### src/rtl/lfc_pkg.sv
package lfc_pkg;

    // Fixed frame layout
    localparam int HEADER_BYTES   = 16;
    localparam int POS_SEQ_FIRST  = 1;
    localparam int POS_SEQ_LAST   = 4;
    localparam int POS_TYPE       = 5;
    localparam int POS_ACK_FIRST  = 6;
    localparam int POS_ACK_LAST   = 9;
    localparam int POS_SYN_A      = 10;
    localparam int POS_SYN_B      = 11;
    localparam int POS_SUM_FIRST  = 12;
    localparam int POS_SUM_LAST   = 13;
    localparam int POS_STX        = 14;

    // Control characters
    localparam logic [7:0] BYTE_SOH = 8'h01;
    localparam logic [7:0] BYTE_STX = 8'h02;
    localparam logic [7:0] BYTE_ETX = 8'h03;
    localparam logic [7:0] BYTE_EOT = 8'h04;
    localparam logic [7:0] BYTE_ACK = 8'h06;
    localparam logic [7:0] BYTE_NAK = 8'h15;
    localparam logic [7:0] BYTE_SYN = 8'h16;

    localparam logic [31:0] SEQ_NONE = 32'hFFFF_FFFF;

    typedef enum logic [2:0] {
        EV_RESYNC   = 3'd0,
        EV_EOT      = 3'd1,
        EV_FORMAT   = 3'd2,
        EV_CHECKSUM = 3'd3,
        EV_ACCEPT   = 3'd4,
        EV_PAYLOAD  = 3'd5
    } lfc_kind_t;

    // One judged frame or chunk, handed from front to back
    typedef struct packed {
        lfc_kind_t   kind;
        logic [31:0] seq;
        logic        ack_req;
        logic        rel_valid;
        logic [31:0] rel_seq;
        logic        has_payload;
        logic        bank;
    } lfc_job_t;

    // Back end done reading a store bank
    typedef struct packed {
        logic valid;
        logic bank;
    } lfc_free_t;

    typedef enum logic [1:0] {
        BK_IDLE,
        BK_OUTCOME,
        BK_READ,
        BK_EMIT
    } lfc_back_state_t;

endpackage

### src/rtl/lfc_ram.sv
module lfc_ram #(
    parameter int DATA_W = 8,
    parameter int DEPTH  = 128
) (
    input  logic                     clk,
    input  logic                     wr_en,
    input  logic [$clog2(DEPTH)-1:0] wr_addr,
    input  logic [DATA_W-1:0]        wr_data,
    input  logic                     rd_en,
    input  logic [$clog2(DEPTH)-1:0] rd_addr,
    output logic [DATA_W-1:0]        rd_data
);

    logic [DATA_W-1:0] mem_reg [DEPTH];
    logic [DATA_W-1:0] rd_data_reg;

    always_ff @(posedge clk)
    begin
        if (wr_en)
        begin
            mem_reg[wr_addr] <= wr_data;
        end
        if (rd_en)
        begin
            rd_data_reg <= mem_reg[rd_addr];
        end
    end

    assign rd_data = rd_data_reg;

endmodule

### src/rtl/lfc_front.sv
module lfc_front import lfc_pkg::*; #(
    parameter int FRAME_LEN   = 32,
    parameter int CHUNK_BYTES = 16,
    parameter int IDX_W       = 5
) (
    input  logic             clk,
    input  logic             rst_n,
    input  logic             in_valid,
    output logic             in_stall,
    input  logic [7:0]       rx_byte,
    input  logic             q_full,
    output logic             q_push,
    output lfc_job_t         q_job,
    input  lfc_free_t        bank_free,
    output logic             wr_en,
    output logic [IDX_W:0]   wr_addr,
    output logic [7:0]       wr_data
);

    localparam logic [IDX_W-1:0] LAST_POS  = IDX_W'(FRAME_LEN - 1);
    localparam logic [IDX_W-1:0] CHUNK_POS = IDX_W'(CHUNK_BYTES - 1);
    localparam logic [IDX_W-1:0] PAY_FIRST = IDX_W'(HEADER_BYTES - 1);
    localparam bit               CHUNK_ON  = (CHUNK_BYTES <= FRAME_LEN);

    logic [IDX_W-1:0] cnt_reg;
    logic             bank_reg;
    logic [1:0]       busy_reg, busy_next;
    logic [7:0]       byte0_reg;
    logic             sync_reg, sync_next;
    logic             eot_reg, eot_next;
    logic             fmt_reg, fmt_next;
    logic             ackf_reg, ackf_next;
    logic [31:0]      seq_reg, seq_next;
    logic [31:0]      acked_reg, acked_next;
    logic [15:0]      sent_reg, sent_next;
    logic [15:0]      sum_reg, sum_next;

    logic       accept, first, fmt_hit, chunk_hit, frame_end, push, rel;
    logic [7:0] byte0_eff;
    lfc_job_t   job;

    assign in_stall = q_full || busy_reg[bank_reg];
    assign accept   = in_valid && !in_stall;

    assign wr_en   = accept;
    assign wr_addr = {bank_reg, cnt_reg};
    assign wr_data = rx_byte;

    always_comb
    begin
        first     = (cnt_reg == '0);
        byte0_eff = first ? rx_byte : byte0_reg;
        sync_next = (first || sync_reg) && (rx_byte == BYTE_SYN);
        eot_next  = (first || eot_reg)
                    && (first || cnt_reg == LAST_POS || rx_byte == BYTE_EOT);

        if (first)
            fmt_hit = (rx_byte == BYTE_SOH);
        else if (cnt_reg == IDX_W'(POS_TYPE))
            fmt_hit = rx_byte inside {BYTE_ACK, BYTE_NAK};
        else if (cnt_reg == IDX_W'(POS_SYN_A) || cnt_reg == IDX_W'(POS_SYN_B))
            fmt_hit = (rx_byte == BYTE_SYN);
        else if (cnt_reg == IDX_W'(POS_STX))
            fmt_hit = (rx_byte == BYTE_STX);
        else
            fmt_hit = 1'b1;
        fmt_next = (first || fmt_reg) && fmt_hit;

        ackf_next = (cnt_reg == IDX_W'(POS_TYPE)) ? (rx_byte == BYTE_ACK) : ackf_reg;

        seq_next = seq_reg;
        if (cnt_reg >= IDX_W'(POS_SEQ_FIRST) && cnt_reg <= IDX_W'(POS_SEQ_LAST))
            seq_next = {seq_reg[23:0], rx_byte};
        acked_next = acked_reg;
        if (cnt_reg >= IDX_W'(POS_ACK_FIRST) && cnt_reg <= IDX_W'(POS_ACK_LAST))
            acked_next = {acked_reg[23:0], rx_byte};
        sent_next = sent_reg;
        if (cnt_reg >= IDX_W'(POS_SUM_FIRST) && cnt_reg <= IDX_W'(POS_SUM_LAST))
            sent_next = {sent_reg[7:0], rx_byte};

        if (first)
            sum_next = '0;
        else if (cnt_reg >= PAY_FIRST && cnt_reg < LAST_POS)
            sum_next = sum_reg + {8'd0, rx_byte};
        else
            sum_next = sum_reg;

        chunk_hit = CHUNK_ON && (cnt_reg == CHUNK_POS) && (byte0_eff != BYTE_SOH);
        frame_end = (cnt_reg == LAST_POS);

        // judge the chunk or the completed frame
        rel  = ackf_reg && (acked_reg != SEQ_NONE);
        job  = '0;
        job.bank = bank_reg;
        push = 1'b0;
        if (chunk_hit)
        begin
            job.kind = EV_RESYNC;
            push     = sync_next;
        end
        else if (frame_end)
        begin
            push = 1'b1;
            if (eot_next && byte0_reg == BYTE_SOH && rx_byte == BYTE_ETX)
                job.kind = EV_EOT;
            else if (!fmt_reg || rx_byte != BYTE_ETX)
                job.kind = EV_FORMAT;
            else if (sum_reg != sent_reg)
            begin
                job.kind = EV_CHECKSUM;
                job.seq  = seq_reg;
            end
            else
            begin
                job.kind        = EV_ACCEPT;
                job.seq         = seq_reg;
                job.ack_req     = (seq_reg != SEQ_NONE);
                job.rel_valid   = rel;
                job.rel_seq     = rel ? acked_reg : '0;
                job.has_payload = (seq_reg != SEQ_NONE);
            end
        end

        busy_next = busy_reg;
        if (bank_free.valid)
            busy_next[bank_free.bank] = 1'b0;
        if (accept && frame_end && !chunk_hit && job.has_payload)
            busy_next[bank_reg] = 1'b1;
    end

    assign q_push = accept && push;
    assign q_job  = job;

    always_ff @(posedge clk or negedge rst_n)
    begin
        if (!rst_n)
        begin
            cnt_reg  <= '0;
            bank_reg <= 1'b0;
            busy_reg <= '0;
        end
        else
        begin
            busy_reg <= busy_next;
            if (accept)
            begin
                cnt_reg <= (chunk_hit || frame_end) ? '0 : cnt_reg + 1'b1;
                if (frame_end && !chunk_hit && job.has_payload)
                    bank_reg <= !bank_reg;
            end
        end
    end

    always_ff @(posedge clk)
    begin
        if (accept)
        begin
            byte0_reg <= byte0_eff;
            sync_reg  <= sync_next;
            eot_reg   <= eot_next;
            fmt_reg   <= fmt_next;
            ackf_reg  <= ackf_next;
            seq_reg   <= seq_next;
            acked_reg <= acked_next;
            sent_reg  <= sent_next;
            sum_reg   <= sum_next;
        end
    end

endmodule

### src/rtl/lfc_queue.sv
module lfc_queue import lfc_pkg::*; (
    input  logic     clk,
    input  logic     rst_n,
    input  logic     push,
    input  lfc_job_t push_job,
    output logic     full,
    input  logic     pop,
    output lfc_job_t pop_job,
    output logic     empty
);

    lfc_job_t   slot_reg [2];
    logic       wr_ptr_reg, rd_ptr_reg;
    logic [1:0] count_reg;

    assign full    = (count_reg == 2'd2);
    assign empty   = (count_reg == 2'd0);
    assign pop_job = slot_reg[rd_ptr_reg];

    always_ff @(posedge clk or negedge rst_n)
    begin
        if (!rst_n)
        begin
            wr_ptr_reg <= 1'b0;
            rd_ptr_reg <= 1'b0;
            count_reg  <= '0;
        end
        else
        begin
            if (push)
                wr_ptr_reg <= !wr_ptr_reg;
            if (pop)
                rd_ptr_reg <= !rd_ptr_reg;
            if (push && !pop)
                count_reg <= count_reg + 2'd1;
            else if (pop && !push)
                count_reg <= count_reg - 2'd1;
        end
    end

    always_ff @(posedge clk)
    begin
        if (push)
            slot_reg[wr_ptr_reg] <= push_job;
    end

endmodule

### src/rtl/lfc_back.sv
module lfc_back import lfc_pkg::*; #(
    parameter int PAYLOAD_BYTES = 16,
    parameter int IDX_W         = 5
) (
    input  logic           clk,
    input  logic           rst_n,
    input  logic           q_empty,
    input  lfc_job_t       q_job,
    output logic           q_pop,
    output logic           rd_en,
    output logic [IDX_W:0] rd_addr,
    input  logic [7:0]     rd_data,
    output lfc_free_t      bank_free,
    output logic           out_valid,
    input  logic           out_stall,
    output logic [2:0]     event_kind,
    output logic [31:0]    frame_seq,
    output logic           ack_request,
    output logic           release_valid,
    output logic [31:0]    release_seq,
    output logic [7:0]     payload_data,
    output logic [35:0]    payload_addr,
    output logic           last
);

    localparam logic [IDX_W-1:0] PAY_FIRST = IDX_W'(HEADER_BYTES - 1);
    localparam logic [IDX_W-1:0] LAST_PAY  = IDX_W'(PAYLOAD_BYTES - 1);
    localparam logic [5:0]       PAY_MUL   = 6'(PAYLOAD_BYTES);

    lfc_back_state_t state_reg, state_next;
    lfc_job_t        job_reg;
    logic [35:0]     base_reg;
    logic [IDX_W-1:0] idx_reg, idx_next;
    logic [35:0]     prod;

    logic        out_valid_reg, out_valid_next;
    logic [2:0]  kind_reg;
    logic [31:0] seq_reg;
    logic        ackreq_reg, relv_reg, last_reg;
    logic [31:0] rels_reg;
    logic [7:0]  data_reg;
    logic [35:0] addr_reg;

    logic out_free, load_outcome, load_payload;

    assign out_free = !out_valid_reg || !out_stall;
    assign prod     = 36'(q_job.seq) * 36'(PAY_MUL);
    assign rd_addr  = {job_reg.bank, PAY_FIRST + idx_reg};

    always_comb
    begin
        state_next   = state_reg;
        idx_next     = idx_reg;
        q_pop        = 1'b0;
        rd_en        = 1'b0;
        load_outcome = 1'b0;
        load_payload = 1'b0;
        bank_free    = '0;
        case (state_reg)
            BK_IDLE:
            begin
                if (!q_empty)
                begin
                    q_pop      = 1'b1;
                    state_next = BK_OUTCOME;
                end
            end
            BK_OUTCOME:
            begin
                if (out_free)
                begin
                    load_outcome = 1'b1;
                    idx_next     = '0;
                    state_next   = job_reg.has_payload ? BK_READ : BK_IDLE;
                end
            end
            BK_READ:
            begin
                rd_en      = 1'b1;
                state_next = BK_EMIT;
            end
            BK_EMIT:
            begin
                if (out_free)
                begin
                    load_payload = 1'b1;
                    if (idx_reg == LAST_PAY)
                    begin
                        bank_free.valid = 1'b1;
                        bank_free.bank  = job_reg.bank;
                        state_next      = BK_IDLE;
                    end
                    else
                    begin
                        idx_next   = idx_reg + 1'b1;
                        state_next = BK_READ;
                    end
                end
            end
            default:
                state_next = BK_IDLE;
        endcase

        if (load_outcome || load_payload)
            out_valid_next = 1'b1;
        else if (!out_stall)
            out_valid_next = 1'b0;
        else
            out_valid_next = out_valid_reg;
    end

    always_ff @(posedge clk or negedge rst_n)
    begin
        if (!rst_n)
        begin
            state_reg     <= BK_IDLE;
            out_valid_reg <= 1'b0;
        end
        else
        begin
            state_reg     <= state_next;
            out_valid_reg <= out_valid_next;
        end
    end

    always_ff @(posedge clk)
    begin
        idx_reg <= idx_next;
        if (q_pop)
        begin
            job_reg  <= q_job;
            base_reg <= prod;
        end
        if (load_outcome)
        begin
            kind_reg   <= job_reg.kind;
            seq_reg    <= job_reg.seq;
            ackreq_reg <= job_reg.ack_req;
            relv_reg   <= job_reg.rel_valid;
            rels_reg   <= job_reg.rel_seq;
            data_reg   <= '0;
            addr_reg   <= '0;
            last_reg   <= !job_reg.has_payload;
        end
        else if (load_payload)
        begin
            kind_reg   <= EV_PAYLOAD;
            seq_reg    <= job_reg.seq;
            ackreq_reg <= 1'b0;
            relv_reg   <= 1'b0;
            rels_reg   <= '0;
            data_reg   <= rd_data;
            addr_reg   <= base_reg + 36'(idx_reg);
            last_reg   <= (idx_reg == LAST_PAY);
        end
    end

    assign out_valid     = out_valid_reg;
    assign event_kind    = kind_reg;
    assign frame_seq     = seq_reg;
    assign ack_request   = ackreq_reg;
    assign release_valid = relv_reg;
    assign release_seq   = rels_reg;
    assign payload_data  = data_reg;
    assign payload_addr  = addr_reg;
    assign last          = last_reg;

endmodule

### src/rtl/link_frame_checker_top.sv
// Link frame checker. Received link bytes come in one beat per byte on the
// in_valid/in_stall channel and are collected into frames of 16 + PAYLOAD_BYTES
// bytes (SOH, sequence, ACK/NAK, acked sequence, two SYN, checksum, STX,
// payload, ETX). When CHUNK_BYTES bytes have arrived and the first is not SOH,
// the group is judged: all SYN gives a resync beat, anything else is dropped.
// A full frame gives one outcome beat (end of transmission, format error,
// checksum error with the nack sequence, or accepted); an accepted frame whose
// sequence is not all ones is followed by one payload beat per payload byte,
// addressed seq * PAYLOAD_BYTES + offset (36-bit wrap). `last` marks the final
// beat caused by one input byte. Rate: the front takes one byte per cycle
// while in_stall is low; header fields, format flags and the checksum are
// folded in as bytes arrive, so the verdict is ready the cycle the final
// byte lands. The back takes one queued job at a time: it emits the outcome
// beat, then for each payload byte does a registered read of the frame store
// (BK_READ) and emits the beat (BK_EMIT). The store is double-banked and a
// two-entry job queue sits between front and back, so input stalls only when
// two judged items are pending, or the bank about to be written is still
// being drained. No clearing pass after reset.
module link_frame_checker_top import lfc_pkg::*; #(
    parameter int PAYLOAD_BYTES = 16,
    parameter int CHUNK_BYTES   = 16
) (
    input  logic        clk,
    input  logic        rst_n,
    input  logic        in_valid,
    output logic        in_stall,
    input  logic [7:0]  rx_byte,
    output logic        out_valid,
    input  logic        out_stall,
    output logic [2:0]  event_kind,
    output logic [31:0] frame_seq,
    output logic        ack_request,
    output logic        release_valid,
    output logic [31:0] release_seq,
    output logic [7:0]  payload_data,
    output logic [35:0] payload_addr,
    output logic        last
);

    localparam int FRAME_LEN = HEADER_BYTES + PAYLOAD_BYTES;
    localparam int IDX_W     = $clog2(FRAME_LEN);
    // two banks of one frame each
    localparam int RAM_DEPTH = 2 * (1 << IDX_W);

    logic           q_push, q_full, q_pop, q_empty;
    lfc_job_t       push_job, pop_job;
    lfc_free_t      bank_free;
    logic           wr_en, rd_en;
    logic [IDX_W:0] wr_addr, rd_addr;
    logic [7:0]     wr_data, rd_data;

    // Front: byte collection and frame/chunk judgement
    lfc_front #(
        .FRAME_LEN   (FRAME_LEN),
        .CHUNK_BYTES (CHUNK_BYTES),
        .IDX_W       (IDX_W)
    ) u_front (
        .clk       (clk),
        .rst_n     (rst_n),
        .in_valid  (in_valid),
        .in_stall  (in_stall),
        .rx_byte   (rx_byte),
        .q_full    (q_full),
        .q_push    (q_push),
        .q_job     (push_job),
        .bank_free (bank_free),
        .wr_en     (wr_en),
        .wr_addr   (wr_addr),
        .wr_data   (wr_data)
    );

    // Frame store, written by the front, read back for payload beats
    lfc_ram #(
        .DATA_W (8),
        .DEPTH  (RAM_DEPTH)
    ) u_store (
        .clk     (clk),
        .wr_en   (wr_en),
        .wr_addr (wr_addr),
        .wr_data (wr_data),
        .rd_en   (rd_en),
        .rd_addr (rd_addr),
        .rd_data (rd_data)
    );

    lfc_queue u_queue (
        .clk      (clk),
        .rst_n    (rst_n),
        .push     (q_push),
        .push_job (push_job),
        .full     (q_full),
        .pop      (q_pop),
        .pop_job  (pop_job),
        .empty    (q_empty)
    );

    // Back: outcome beat, then payload beats from the store when the job has payload
    lfc_back #(
        .PAYLOAD_BYTES (PAYLOAD_BYTES),
        .IDX_W         (IDX_W)
    ) u_back (
        .clk           (clk),
        .rst_n         (rst_n),
        .q_empty       (q_empty),
        .q_job         (pop_job),
        .q_pop         (q_pop),
        .rd_en         (rd_en),
        .rd_addr       (rd_addr),
        .rd_data       (rd_data),
        .bank_free     (bank_free),
        .out_valid     (out_valid),
        .out_stall     (out_stall),
        .event_kind    (event_kind),
        .frame_seq     (frame_seq),
        .ack_request   (ack_request),
        .release_valid (release_valid),
        .release_seq   (release_seq),
        .payload_data  (payload_data),
        .payload_addr  (payload_addr),
        .last          (last)
    );

    // Job queue never takes a push while full
    assert property (@(posedge clk) disable iff (!rst_n) q_push |-> !q_full)
        else $error("job queue overflow");

    // An accepted frame closes its input exactly when no payload follows
    assert property (@(posedge clk) disable iff (!rst_n)
        (out_valid && event_kind == EV_ACCEPT) |-> (last == !ack_request))
        else $error("accepted beat last flag mismatch");

    // Only payload beats carry payload data or address
    assert property (@(posedge clk) disable iff (!rst_n)
        (out_valid && event_kind != EV_PAYLOAD)
            |-> (payload_data == '0 && payload_addr == '0))
        else $error("payload fields set on non-payload beat");

    // Release only ever rides on an accepted frame
    assert property (@(posedge clk) disable iff (!rst_n)
        (out_valid && release_valid) |-> (event_kind == EV_ACCEPT))
        else $error("release on wrong beat kind");

endmodule
### config.mk
export PLATFORM = sky130hd
export DESIGN_NAME = link_frame_checker_top
export DESIGN_NICKNAME = d
export VERILOG_FILES = /design/src/rtl/lfc_pkg.sv /design/src/rtl/lfc_ram.sv /design/src/rtl/lfc_front.sv /design/src/rtl/lfc_queue.sv /design/src/rtl/lfc_back.sv /design/src/rtl/link_frame_checker_top.sv
export SDC_FILE = /design/constraint.sdc
export NUM_CORES = 1
export LEC_CHECK = 0
export BUFFER_PORTS_ARGS = -buffer_cell sky130_fd_sc_hd__buf_4
export CAP_MARGIN = 20
export CORE_ASPECT_RATIO = 1.2
export CORE_MARGIN = 5
export CORE_UTILIZATION = 52
export DETAILED_ROUTE_END_ITERATION = 6
export PLACE_DENSITY = 0.66
export SLEW_MARGIN = 25
export SYNTH_ARGS = -nofsm -noshare
export SYNTH_HDL_FRONTEND = slang
export SYNTH_SLANG_ARGS = --single-unit
### constraint.sdc
create_clock -name clk -period 7.35 [get_ports clk]
set_input_delay 1.1025 -clock clk [delete_from_list [all_inputs] [get_ports clk]]
set_output_delay 1.1025 -clock clk [all_outputs]
set_load 0.005 [all_outputs]
## Yosys cells after proc, flatten, opt, wreduce, memory -nomap -nowiden

Memory sizes are Yosys's and may differ from the RTL's. A register that Yosys moved wholly into a read port is not among the register bits.
Cells that the tools add are included.

| word-level totals | value |
|---|---|
| input bits | 12 |
| memories kept | 2 |
| output and inout bits | 116 |
| logic and storage cells | 204 |
| bits in registers | 242 |
| bits in writable memories | 654 |

| cells by class | value |
|---|---|
| $lt $le $gt $ge | 12 |
| mux-type cells | 65 |
| equal/unequal tests | 29 |
| bitwise gates (word level) | 3 |
| reduce and logical (&&, ||, !) cells | 60 |
| add/sub/neg operators | 7 |

Memories:

| name | depth | bits a word | rd ports | clocked after Yosys merged registers in | wr ports | line | source |
|---|---|---|---|---|---|---|---|
| u_store.mem_reg | 64 | 8 | 1 | 1 | 1 | lfc_ram.sv:14 | `logic [DATA_W-1:0] mem_reg [DEPTH];` |
| u_queue.slot_reg | 2 | 71 | 1 | 1 | 1 | lfc_queue.sv:12 | `lfc_job_t slot_reg [2];` |

Operator list:

| operator | count |
|---|---|
| $mux 67 | 3 |
| $mux 32 | 5 |
| $mux 35 | 2 |
| $mux 70 | 1 |
| $ne 32x32->1 const B | 2 |
| $add 36x5->36 | 1 |
| $mux 1 | 27 |
| $eq 5x4->1 const B | 5 |
| $mux 2 | 12 |
| $logic_and 1x1->1 | 22 |
| $mux 5 | 4 |
| $add 16x8->16 | 1 |
| $eq 8x1->1 const B | 2 |
| $eq 8x2->1 const B | 2 |
| $eq 8x3->1 const B | 2 |
| $eq 8x5->1 const B | 2 |
| $mux 16 | 1 |
| $ne 16x16->1 | 1 |
| $mux 3 | 5 |
| $reduce_and 2->1 | 6 |
| $logic_not 1->1 | 11 |
| $logic_or 1x1->1 | 11 |
| $add 5x1->5 const B | 2 |
| $ge 5x4->1 const B | 2 |
| 30 further kinds | 44 |

## Depth between registers and ports, before layout

Gate-level depths: netlist of run 1.

| logic depth | value |
|---|---|
| word-level depth | 13 |
| gate-level depth with buffers | 13 |
| mapped depth without buffers | 12 |

## Modules after synthesis

A second synthesis of run 1 with hierarchy kept.

| unflattened totals | value |
|---|---|
| cell total of the unflattened synthesis | 2,165 |
| area, all modules | 38,922.3 um^2 |

Modules (own cells, without submodules):

| module | area each (um^2) | cells each | sequential area each (um^2) | instances |
|---|---|---|---|---|
| lfc_ram | 20,246.9 | 940 | 15,615.0 | 1 |
| lfc_back | 6,974.2 | 486 | 5,340.1 | 1 |
| lfc_front | 6,040.8 | 502 | 3,443.3 | 1 |
| lfc_queue | 5,660.4 | 237 | 4,364.2 | 1 |

## Worst setup path before layout of run 1

Ideal clock, no wire load.

| path | value |
|---|---|
| kind | in2reg |
| start | in rx_byte[6] |
| end | mem u_queue.slot_reg[0][0] (netlist bit), enable pin |
| library setup time | 0.498 ns |
| path buffers | 0 |
| data required time | 6.852 ns |
| arrival | 5.199 ns |
| stages on the path | 6 |
| setup slack | 1.653 ns |
| path through | nor4_4 -> nand4_1 -> a31o_2 -> a21bo_2 -> nand2_1 -> nor2_1 |

| between the ends | value |
|---|---|
| cells in the longest elaborated chain, start to end | 7 |
| elaborated cells between the ends (all ways) | 9 |
| those cells by class | eq/ne (2); mux (4); reduce/logical (3) |

RTL lines:

| element | line | source |
|---|---|---|
| start: declaration | link_frame_checker_top.sv:27 | `input logic [7:0] rx_byte,` |
| $mux 8 | lfc_front.sv:52 | `byte0_eff = first ? rx_byte : byte0_reg;` |
| $ne 8x1->1 | lfc_front.sv:88 | `chunk_hit = CHUNK_ON && (cnt_reg == CHUNK_POS) && (byte0_eff != BYTE_SOH);` |
| $logic_and 1x1->1 | lfc_front.sv:88 |  |
| $mux 1 * | lfc_front.sv:96 | `if (chunk_hit)` |
| $logic_and 1x1->1 * | lfc_front.sv:131 | `assign q_push = accept && push;` |
| $mux 1 * | lfc_queue.sv:43 | `if (push)` |
| $mux 1 (implied by the code) * | lfc_queue.sv:44 | `slot_reg[wr_ptr_reg] <= push_job;` |
| end: declaration | lfc_queue.sv:12 |  |

Every way passes the cells marked *; elsewhere a longest branch is shown, timed or not.

## Worst setup path in the final report of run 1

| path | value |
|---|---|
| start | in rx_byte[0] |
| end | mem u_queue.slot_reg[0][55] (netlist bit), enable pin |

The elaborated chain is that of the path after synthesis.

==> flow_metrics.py, run 1 <==
metrics = {
    "power_and_ir_drop": {
        "vdd_drop_max_mv": 0.423,
        "p_per_area_mw_per_mm2": 389,
        "finalPower_mw": 16.7,
        "p_int_mw": 11.6,
        "total_leakage_power_nw": 14.6,
        "clockPowerShare_pct": 28.2,
        "power.share.switching_pct": 30.6,
        "p_switching_mw": 5.11,
        "combinationalPowerShare_pct": 28.9,
        "pwr-share-seq_pct": 42.9,
    },
    "grt": {
        "grt_max_degree": 99,
        "use_met3_pct": 3.34,
        "antenna_found_initial": 0,
        "track_usage_pct": 19.2,
        "grt_pass1_wl_um": 117000,
        "grt_pass1_vias": 19500,
        "grt_use_met1_pct": 25.3,
        "grt-ovfl-total": 0,
        "top_usage_layer": "met2",
        "use_met2_pct": 32.8,
    },
    "synth": {
        "synthArstFlopShare_pct": 1.54,
        "netlist_top_cells_count": "edfxtp_1 (913), mux4_2 (128), nand2_1 (121), nor2_1 (116), mux2_2 (86)",
        "synth_fp_nets": 2111,
        "synth_area_per_cell_um2": 18.2,
        "synthTopCellsByArea": "edfxtp_1 (73%), mux4_2 (7.6%), mux2_2 (2.6%), dfxtp_1 (2.3%), nand2_1 (1.2%)",
        "synthFlopType": "edfxtp_1",
        "synth-edff-count": 913,
        "synth_top_area_share_pct": 72.7,
        "yosys_warnings": 0,
        "post-synth-top-count-cell": "edfxtp_1",
        "ys_seq_elements": 972,
        "synth_top_area_cell": "edfxtp_1",
        "syn_area_mm2": 0.0377,
        "syn_inst": 2078,
        "synth.distinct_cells": 54,
        "seq_area_frac_synth_pct": 76.0,
    },
    "hold_path": {
        "min_path_type": "primary input to asynchronous set/reset pin",
    },
    "sta": {
        "setup_slack_ns": 3.36,
        "relSlewSlack_pct": 30.1,
        "worst_pin_slew_ns": 1.05,
        "skew_ns": 0.0217,
        "fmax_mhz": 251,
        "finalSetupViolCount": 0,
        "tns_ns": 0,
        "min_period_over_period_pct": 54.3,
        "hold_violations": 0,
        "hold_ws_ns": 0.324,
        "period_needed_ns": 3.99,
        "rsz0062_at_grt": "false",
        "slew_viol_final": 0,
    },
    "clocking": {
        "insertion_delay_ns": 0.65,
        "htreeDepth": 3,
        "cts_root_buf": "clkbuf_16",
        "cts_hold_buf": 0,
        "ctsResizeCount": 0,
        "cts_buffers": 94,
        "path_clk_slew_ns": 0.06,
        "cts_tree": "built",
        "cts_sinks": 972,
        "postCtsSetupBuffers": 0,
        "cts_buffer_depth": 3,
    },
    "detailed_routing": {
        "drtAntennaViolNets": 0,
        "drt_iter0_markers": 1450,
        "vias_per_cell": 5.77,
        "route.vias.total": 18800,
        "wl_per_cell_um": 23.4,
        "dr.pass1.iters": 5,
        "drt-total-wl_um": 76200,
        "route.detailed.drc": 0,
    },
    "cells_and_area": {
        "syn_to_final_growth_pct": 13.6,
        "seq_area_mm2": 0.0287,
        "drive_above_1_share_pct": 23.0,
        "largest_reg_flops": 512,
        "fillers": 5328,
        "multi_input_area_mm2": 0.00864,
        "final_net_count": 2274,
        "fin_util_pct": 59.4,
        "diodes": 0,
    },
    "place": {
        "gp_congestion": 0.857,
        "io_buffers": 127,
        "post-place-ws_ns": 2.41,
        "hpwl_um": 47100,
    },
    "critical_path": {
        "crit_arrival_ns": 4.26,
        "crit_slowest_cell": "buf_4",
        "cp_cell_sequence": "buf_4, nor3b_1, nand4_1, a31o_2, a21bo_2, nand2_1, nor2_4, buf_4",
        "end_kind": "register",
        "critPathLaunchType": "primary input",
        "path_class": "primary input to register",
        "cpMostUsedCell": "buf_4",
        "cpPeakStageDelay_ns": 0.58,
        "cp_max_fo": 73,
        "worstPathRequired_ns": 7.62,
    },
    "run_status": {
        "outcome": "completed",
    },
    "floorplan": {
        "die_y_um": 305,
        "std_cell_rows": 108,
        "io_pins": 128,
        "initial_core_util_pct": 52.3,
        "dieWidth_um": 256,
        "die-area_mm2": 0.0780,
        "core_mm2": 0.0722,
    },
    "flow_run": {
        "cap_violations": 0,
    },
}
[cell type report]
cell class	instances	share of cell area, %
Sequential cell	972	66.9
Clock buffer	123	5.93
Inverter	25	0.225
Multi-Input combinational cell	990	20.2
Clock inverter	53	1.18
Timing Repair Buffer	158	2.87
Tap cell	935	2.73
[metrics by stage]
| step | area [um^2] | instances |
|---|---|---|
| after floorplan | 37700 | 2078 |
| after global placement | 39800 | 3079 |
| after detailed placement | 39800 | 3079 |
| after CTS | 42800 | 3255 |
| after global routing | 42900 | 3256 |
| final | 42900 | 3256 |
[critical path: cells and delay by family]
family	cells	cell delay, ns
AND/OR/NAND/NOR	4	1.38
AO/OA/AOI/OAI	2	0.56
buffers and inverters	2	1.12
[power groups by stage]
stage               clock network, mW  logic [mW]  registers (mW)
floorplan                           0        3.22            7.15
global placement                    0        4.82            7.25
detailed placement                  0        4.87            7.27
CTS                              4.81        4.89            7.16
global route                     5.05        5.20            7.22
finish                           4.71        4.83            7.15
[cell usage in the layout, fill, tap and decap left out, types with 12 or more instances in the layout]
master	Yosys	routed
nand2_1	121	120
ha_1	20	19
and3_1	49	48
o31ai_1	27	27
xor2_1	37	36
dfxtp_1	44	44
clkinv_1	1	13
nor2_1	116	115
mux2_2	86	86
o21ai_0	33	33
a21oi_1	45	45
a211oi_1	18	18
nor2b_1	22	22
xnor2_1	27	26
mux4_2	128	128
nand4_1	32	32
and2_1	68	68
clkinv_2	0	20
edfxtp_1	913	913
mux2i_1	33	33
clkbuf_16	0	94
nand3_1	40	40
clkbuf_1	65	21
dfrtp_1	15	14
inv_1	24	22
nor4_1	12	12
buf_4	3	155
[worst paths after layout]
check                      cells after the start                                    to  slack (ns)                                 start
setup / recovery                               8     u_queue.slot_reg[0][55]$_DFFE_PP_        3.36                            rx_byte[0]
hold / removal                                 1        u_queue.wr_ptr_reg$_DFFE_PN0P_        0.32                                 rst_n
setup reg to reg                               9          u_store.rd_data[4]$_DFFE_PP_        3.53       u_back.idx_reg[1]$_SDFFCE_PN0P_
hold reg to reg                                2  u_back.payload_addr[31]$_SDFFE_PP0P_        0.46  u_back.payload_addr[31]$_SDFFE_PP0P_
max in group asynchronous                      1        u_queue.rd_ptr_reg$_DFFE_PN0P_        6.80                                 rst_n
min in group clk                               2  u_back.payload_addr[31]$_SDFFE_PP0P_        0.46  u_back.payload_addr[31]$_SDFFE_PP0P_
[cells by family (layout without fill, tap and decap cells)]
| family | Yosys count | after routing | share of synthesized area [%] |
|---|---|---|---|
| fa+ha+maj | 21 | 21 | 0.717 |
| simple gates | 499 | 499 | 6.76 |
| compound gates | 159 | 159 | 2.70 |
| xor+xnor | 64 | 64 | 1.49 |
| flops | 972 | 972 | 76.0 |
| mux | 247 | 247 | 11.1 |
| buf+inv | 116 | 359 | 1.24 |
[per-layer routing]
layer | routed length [um] | vias up | part of all wire [%]
met5 | 0 | - | 0
met4 | 2370 | 0 | 3.1
met3 | 4170 | 138 | 5.5
met2 | 38400 | 553 | 50
met1 | 31300 | 9588 | 41
li1 | - | 8511 | -
Power figures use the tool's default switching activity.
==> run 2: changes to the inputs <==
--- a/config.mk
+++ b/config.mk
@@ -5,13 +5,14 @@
 export SDC_FILE = /design/constraint.sdc
 export NUM_CORES = 1
 export LEC_CHECK = 0
+export ABC_AREA = 1
 export BUFFER_PORTS_ARGS = -buffer_cell sky130_fd_sc_hd__buf_4
 export CAP_MARGIN = 20
 export CORE_ASPECT_RATIO = 1.2
 export CORE_MARGIN = 5
 export CORE_UTILIZATION = 52
 export DETAILED_ROUTE_END_ITERATION = 6
-export PLACE_DENSITY = 0.66
+export PLACE_DENSITY = 0.68
 export SLEW_MARGIN = 25
 export SYNTH_ARGS = -nofsm -noshare
 export SYNTH_HDL_FRONTEND = slang
==> constraint.sdc (replaced) <==
create_clock -name clk -period 3.5 [get_ports clk]
set_input_delay 0.525 -clock clk [delete_from_list [all_inputs] [get_ports clk]]
set_output_delay 0.525 -clock clk [all_outputs]
set_load 0.005 [all_outputs]
==> run 2 against run 1 <==
Effect of this change: routed wire length increased by 15%; count of clock-buffer cells in the layout decreased by 8; sequential share of layout area decreased by 2.6 points; sequential cell count unchanged; register-to-register slack got worse by 3.1 ns; synthesized cell count increased by 52%; clock power increased by 110%; critical path type is now register to register; highest routed layer is now met5.
==> flow_metrics.py, run 2 <==
metrics = {
    "run_status": {
        "outcome": "completed",
    },
    "critical_path": {
        "path_delay_family": "simple AND/OR/NAND/NOR gates",
        "cp_cell_sequence": "clkinv_1, ha_1, nand3_4, nand2_1, nand2_1, nand2_1, nor2_2, nand2_2, nand2_4, nand2_1, nand3_1, inv_1, ha_1, a21oi_1, o21ai_0, xor2_1",
        "critPathLaunchType": "register",
        "r2r_cells": 16,
        "crit_arrival_ns": 3.62,
        "crit_slowest_cell": "dfrtp_1",
        "reg2reg_slack_ns": 0.39,
        "cp.depth": 16,
        "end_kind": "register",
        "crit_buf_inv": 2,
        "cpPeakStageDelay_ns": 0.51,
        "cp_max_fo": 17,
        "worstPathRequired_ns": 4.01,
        "path_class": "register to register",
        "cpMostUsedCell": "nand2_1",
    },
    "synth": {
        "synth-edff-count": 913,
        "synth_top_area_share_pct": 70.0,
        "seq_area_frac_synth_pct": 73.2,
        "yosys_warnings": 0,
        "synth_area_per_cell_um2": 12.4,
        "ys_seq_elements": 972,
        "synth.distinct_cells": 50,
        "synthArstFlopShare_pct": 1.54,
        "netlist_top_cells_count": "edfxtp_1 (913), nor2_1 (540), nand2_1 (437), o21ai_0 (300), inv_1 (196)",
        "post-synth-top-count-cell": "edfxtp_1",
        "synthTopCellsByArea": "edfxtp_1 (70%), nor2_1 (5.2%), nand2_1 (4.2%), o21ai_0 (3.8%), dfxtp_1 (2.2%)",
        "syn_area_mm2": 0.0392,
        "synth_fp_nets": 3185,
        "syn_inst": 3152,
        "synthFlopType": "edfxtp_1",
        "synth_top_area_cell": "edfxtp_1",
    },
    "place": {
        "gp_congestion": 0.878,
        "place_area_mm2": 0.0415,
        "io_buffers": 127,
        "post-place-ws_ns": 0.395,
        "hpwl_um": 54800,
    },
    "clocking": {
        "htreeDepth": 3,
        "cts_root_buf": "clkbuf_16",
        "cts_sinks": 972,
        "path_clk_slew_ns": 0.06,
        "cts_tree": "built",
        "ctsResizeCount": 0,
        "cts_buffers": 94,
        "insertion_delay_ns": 0.65,
        "cts_buffer_depth": 3,
    },
    "detailed_routing": {
        "route.detailed.drc": 0,
        "drt-total-wl_um": 87900,
        "wl_per_cell_um": 20.0,
        "route.vias.total": 24500,
        "drt_iter0_markers": 2724,
        "drtAntennaViolNets": 0,
        "dr.pass1.iters": 6,
        "vias_per_cell": 5.59,
    },
    "sta": {
        "rsz0062_at_grt": "false",
        "slew_viol_final": 0,
        "tns_ns": 0,
        "finalSetupViolCount": 0,
        "period_needed_ns": 3.11,
        "relSlewSlack_pct": 37.7,
        "fmax_mhz": 322,
        "hold_ws_ns": 0.190,
        "hold_violations": 0,
        "setup_slack_ns": 0.392,
        "min_period_over_period_pct": 88.8,
        "worst_pin_slew_ns": 0.934,
        "skew_ns": 0.0188,
    },
    "floorplan": {
        "initial_core_util_pct": 52.3,
        "io_pins": 128,
        "die_y_um": 311,
        "dieWidth_um": 260,
        "std_cell_rows": 110,
        "die-area_mm2": 0.0809,
        "core_mm2": 0.0749,
    },
    "power_and_ir_drop": {
        "total_leakage_power_nw": 15.8,
        "p_per_area_mw_per_mm2": 756,
        "vdd_drop_max_mv": 0.416,
    },
    "cells_and_area": {
        "syn_to_final_growth_pct": 13.9,
        "fin_util_pct": 59.6,
        "multi_input_area_mm2": 0.00911,
        "largest_reg_flops": 512,
        "diodes": 0,
        "final_net_count": 3340,
        "seq_area_mm2": 0.0287,
        "fillers": 5896,
        "mostFrequentLayoutCells": "edfxtp_1 (913), nor2_1 (537), nand2_1 (437), o21ai_0 (300), buf_4 (206)",
        "final_area_mm2": 0.0446,
        "final_common_cell": "edfxtp_1",
        "drive_above_1_share_pct": 12.4,
    },
    "hold_path": {
        "min_path_type": "primary input to register",
        "whs_path_depth": 1,
    },
    "grt": {
        "track_usage_pct": 21.4,
        "grt-ovfl-total": 0,
        "grt_pass1_wl_um": 137000,
        "antenna_found_initial": 1,
        "grt_max_degree": 260,
        "grt_pass1_vias": 24200,
    },
    "flow_run": {
        "cap_violations": 0,
    },
}
-- run 2: through the flow --
step	power (mW)	instances
2_1_floorplan	20.5	3152
3_3_place_gp	23.8	4217
3_5_place_dp	24.0	4217
4_1_cts	33.9	4389
5_1_grt	35.5	4390
6_report	33.7	4390
-- run 2: worst reg2reg max path, cell delays in order (launching register included) --
cell and delay, ns:
dfrtp_1 0.51, clkinv_1 0.31, ha_1 0.34, nand3_4 0.21, nand2_1 0.09, nand2_1 0.09, nand2_1 0.08, nor2_2 0.12
nand2_2 0.10, nand2_4 0.11, nand2_1 0.09, nand3_1 0.17, inv_1 0.07, ha_1 0.32, a21oi_1 0.11, o21ai_0 0.11
xor2_1 0.16
-- run 2: kinds of logic (layout without fill, tap and decap cells) --
| group | Yosys count | count (layout) | share of synthesized area (%) |
|---|---|---|---|
| XOR/XNOR | 33 | 33 | 0.738 |
| AND/OR/NAND/NOR | 1221 | 1221 | 13.3 |
| flip-flops | 972 | 972 | 73.2 |
| AO/OA/AOI/OAI | 539 | 539 | 8.27 |
| buffers and inverters | 365 | 595 | 3.73 |
| adder cells (fa/ha/maj) | 21 | 21 | 0.690 |
| multiplexers | 1 | 1 | 0.0256 |
-- run 2: path summary, 6_finish.rpt --
kind                                                     start                          endpoint
worst max-delay path            u_front.cnt_reg[0]$_DFFE_PN0P_  u_queue.count_reg[1]$_DFFE_PN0P_
worst min-delay path                                rx_byte[2]     u_front.sent_reg[2]$_DFFE_PP_
worst max register to register  u_front.cnt_reg[0]$_DFFE_PN0P_  u_queue.count_reg[1]$_DFFE_PN0P_
worst min register to register    u_back.job_reg[66]$_DFFE_PP_    u_back.frame_seq[30]$_DFFE_PP_
max in group asynchronous                                rst_n    u_queue.rd_ptr_reg$_DFFE_PN0P_
min in group asynchronous                                rst_n    u_queue.rd_ptr_reg$_DFFE_PN0P_
-- run 2: layout make-up --
cell class              instances  share of cell area, %
flip-flops and latches        972                   64.3
multi-input cells            1815                   20.4
clock buffers                 115                   5.50
repair buffers                216                   3.91
well taps                    1008                   2.83
inverters                     208                   1.78
clock inverters                56                   1.25
-- run 2: layer usage --
metal	part of all wire (%)	global-route usage, %
met1	41	29.2
met2	50	36.3
met3	6.5	3.07
met4	2.4	5.97
met5	0.0080	0
-- run 2: report_power, final --
part | leakage [nW] | switching [mW] | internal, mW | total [mW]
Sequential | 8.66 | 0.672 | 14.2 | 14.9
Clock | 1.46 | 4.28 | 5.61 | 9.89
Combinational | 5.65 | 6.05 | 2.89 | 8.94
Total | 15.8 | 11.0 | 22.7 | 33.7
-- run 2: repair_timing --
item                                   CTS  global route
endpoints found under the hold margin   15             0
buffers inserted                         0             0
hold buffers                             1             0
==> run 3: changes to the inputs <==
--- a/config.mk
+++ b/config.mk
@@ -9,8 +9,9 @@
 export BUFFER_PORTS_ARGS = -buffer_cell sky130_fd_sc_hd__buf_4
 export CAP_MARGIN = 20
 export CORE_ASPECT_RATIO = 1.2
-export CORE_MARGIN = 5
+export CORE_MARGIN = 2
 export CORE_UTILIZATION = 52
+export CTS_CLUSTER_DIAMETER = 200
 export DETAILED_ROUTE_END_ITERATION = 6
 export PLACE_DENSITY = 0.68
 export SLEW_MARGIN = 25
==> run 3 against run 2 <==
Effect of this change: combinational power decreased by 1%; non-clock buffer count down 26; die area fell by 4.2%; clock skew grew 0.0052 ns; sequential power hardly changed; first-iteration DRC count shrank 17%; routed wire length up 1.9%; count of clock-buffer cells in the layout rose by 7; power barely moved; final cell count shrank 0.64%; register-to-register slack improved by 0.05 ns; largest cell class unchanged.
==> flow_metrics.py, run 3 (same netlist as run 2, synthesis figures left out) <==
metrics = {
    "critical_path": {
        "critPathLaunchType": "register",
        "reg2reg_slack_ns": 0.44,
        "end_kind": "register",
        "path_class": "register to register",
        "worstPathRequired_ns": 3.90,
        "r2r-start": "u_back.idx_reg[0]$_SDFFCE_PN0P_",
        "crit_start": "u_back.idx_reg[0]$_SDFFCE_PN0P_",
        "crit_slowest_cell": "clkinv_1",
        "crit_buf_inv": 2,
        "path_delay_family": "buffers and inverters",
        "cp_cell_sequence": "inv_6, nand3_1, xor2_2, clkinv_1, o211ai_1, nand3_1, nand3_1, nand2_1",
        "cpPeakStageDelay_ns": 0.83,
        "crit_arrival_ns": 3.46,
        "cpMostUsedCell": "nand3_1",
        "cp_max_fo": 32,
    },
    "detailed_routing": {
        "drt_iter0_markers": 2252,
        "route.detailed.drc": 0,
        "vias_per_cell": 5.59,
        "route.vias.total": 24400,
        "drt-total-wl_um": 89600,
        "drtAntennaViolNets": 0,
        "dr.pass1.iters": 6,
        "wl_per_cell_um": 20.5,
    },
    "floorplan": {
        "core_mm2": 0.0747,
        "die_y_um": 305,
        "std_cell_rows": 110,
        "io_pins": 128,
        "die-area_mm2": 0.0775,
        "dieWidth_um": 254,
        "initial_core_util_pct": 52.4,
    },
    "cells_and_area": {
        "fillers": 5831,
        "largest_reg_flops": 512,
        "drive_above_1_share_pct": 11.6,
        "diodes": 0,
        "final_common_cell": "edfxtp_1",
        "mostFrequentLayoutCells": "edfxtp_1 (913), nor2_1 (537), nand2_1 (437), o21ai_0 (300), inv_1 (193)",
        "final_net_count": 3313,
        "syn_to_final_growth_pct": 13.4,
        "fin_util_pct": 59.4,
        "final_area_mm2": 0.0444,
    },
    "run_status": {
        "outcome": "completed",
    },
    "grt": {
        "grt-ovfl-total": 0,
        "grt_max_degree": 260,
        "grt_pass1_wl_um": 139000,
        "grt_pass1_vias": 24300,
        "track_usage_pct": 23.3,
        "antenna_found_initial": 0,
    },
    "sta": {
        "period_needed_ns": 3.06,
        "hold_violations": 0,
        "tns_ns": 0,
        "min_period_over_period_pct": 87.5,
        "relSlewSlack_pct": 29.8,
        "slew_viol_final": 0,
        "finalSetupViolCount": 0,
        "worst_pin_slew_ns": 1.05,
        "fmax_mhz": 327,
        "rsz0062_at_grt": "false",
        "skew_ns": 0.0240,
    },
    "power_and_ir_drop": {
        "p_per_area_mw_per_mm2": 760,
        "total_leakage_power_nw": 15.6,
        "vdd_drop_max_mv": 0.476,
    },
    "place": {
        "io_buffers": 127,
        "gp_congestion": 0.895,
        "place_area_mm2": 0.0414,
        "hpwl_um": 55600,
    },
    "clocking": {
        "path_clk_slew_ns": 0.07,
        "htreeDepth": 3,
        "cts_buffers": 93,
        "postCtsSetupBuffers": 0,
        "cts_sinks": 972,
        "cts_tree": "built",
        "cts_buffer_depth": 3,
        "insertion_delay_ns": 0.65,
        "cts_root_buf": "clkbuf_16",
        "ctsResizeCount": 0,
    },
    "flow_run": {
        "cap_violations": 0,
    },
    "hold_path": {
        "min_path_type": "primary input to register",
        "min_from": "rx_byte[2]",
    },
}
-- run 3: cell count changes in the layout (fill, tap and decap cells not counted), moves of 2 or more --
cell | before | now
clkinvlp_4 | 5 | 2
clkbuf_8 | 2 | 4
clkbuf_1 | 19 | 23
clkinv_8 | 1 | 4
buf_4 | 206 | 181
clkinv_4 | 7 | 1
-- run 3: power by group --
| part | internal, mW | switching (mW) | leakage (nW) |
|---|---|---|---|
| Clock | 5.69 | 4.24 | 1.47 |
| Combinational | 2.82 | 6.03 | 5.50 |
| Sequential | 14.2 | 0.730 | 8.66 |
| Total | 22.7 | 11.0 | 15.6 |
-- run 3: routing by layer --
layer	vias up	GRT usage, %	part of all wire (%)
met4	0	9.56	3.6
met1	11900	30.6	41
met5	-	0	0
li1	11500	-	-
met3	179	3.30	6.1
met2	875	38.8	49
-- run 3: worst reg2reg max path, stage by stage (launching register included) --
cell and delay [ns]:
edfxtp_1 0.49, inv_6 0.22, nand3_1 0.15, xor2_2 0.20, clkinv_1 0.84, o211ai_1 0.50, nand3_1 0.18, nand3_1 0.17
nand2_1 0.08
-- run 3: layout make-up --
| type | instances | area [um^2] | area share, % |
|---|---|---|---|
| well taps | 1008 | 1260 | 2.84 |
| multi-input cells | 1815 | 9110 | 20.5 |
| clock inverters | 47 | 500 | 1.13 |
| repair buffers | 190 | 1530 | 3.45 |
| flip-flops and latches | 972 | 28700 | 64.6 |
| clock buffers | 122 | 2520 | 5.68 |
| inverters | 208 | 792 | 1.78 |
-- run 3: stage by stage --
stage | hold slack (ns) | instances | power [mW] | worst slack (ns)
after floorplan | 0.229 | 3152 | 20.5 | 0.131
after global placement | 0.413 | 4192 | 23.8 | 0.434
after detailed placement | 0.412 | 4192 | 24.0 | 0.491
after CTS | 0.146 | 4362 | 33.9 | 0.456
after global routing | 0.161 | 4362 | 35.4 | 0.188
final | 0.183 | 4362 | 33.7 | 0.437
-- run 3: worst paths after layout --
| kind | cells past startpoint | endpoint |
|---|---|---|
| hold reg to reg | 0 | u_back.frame_seq[30]$_DFFE_PP_ |
| setup reg to reg | 8 | u_store.rd_data[5]$_DFFE_PP_ |
| max in group asynchronous | 2 | u_queue.rd_ptr_reg$_DFFE_PN0P_ |
| setup / recovery | 8 | u_store.rd_data[5]$_DFFE_PP_ |
| min in group asynchronous | 2 | u_back.state_reg[0]$_DFFE_PN0P_ |
| hold / removal | 1 | u_front.acked_reg[2]$_DFFE_PP_ |
-- run 3: what timing repair did --
action                                  4_1_cts  5_1_grt
endpoints found under the hold margin        15        0
endpoints found under the setup margin        0        0
hold buffers                                  1        0
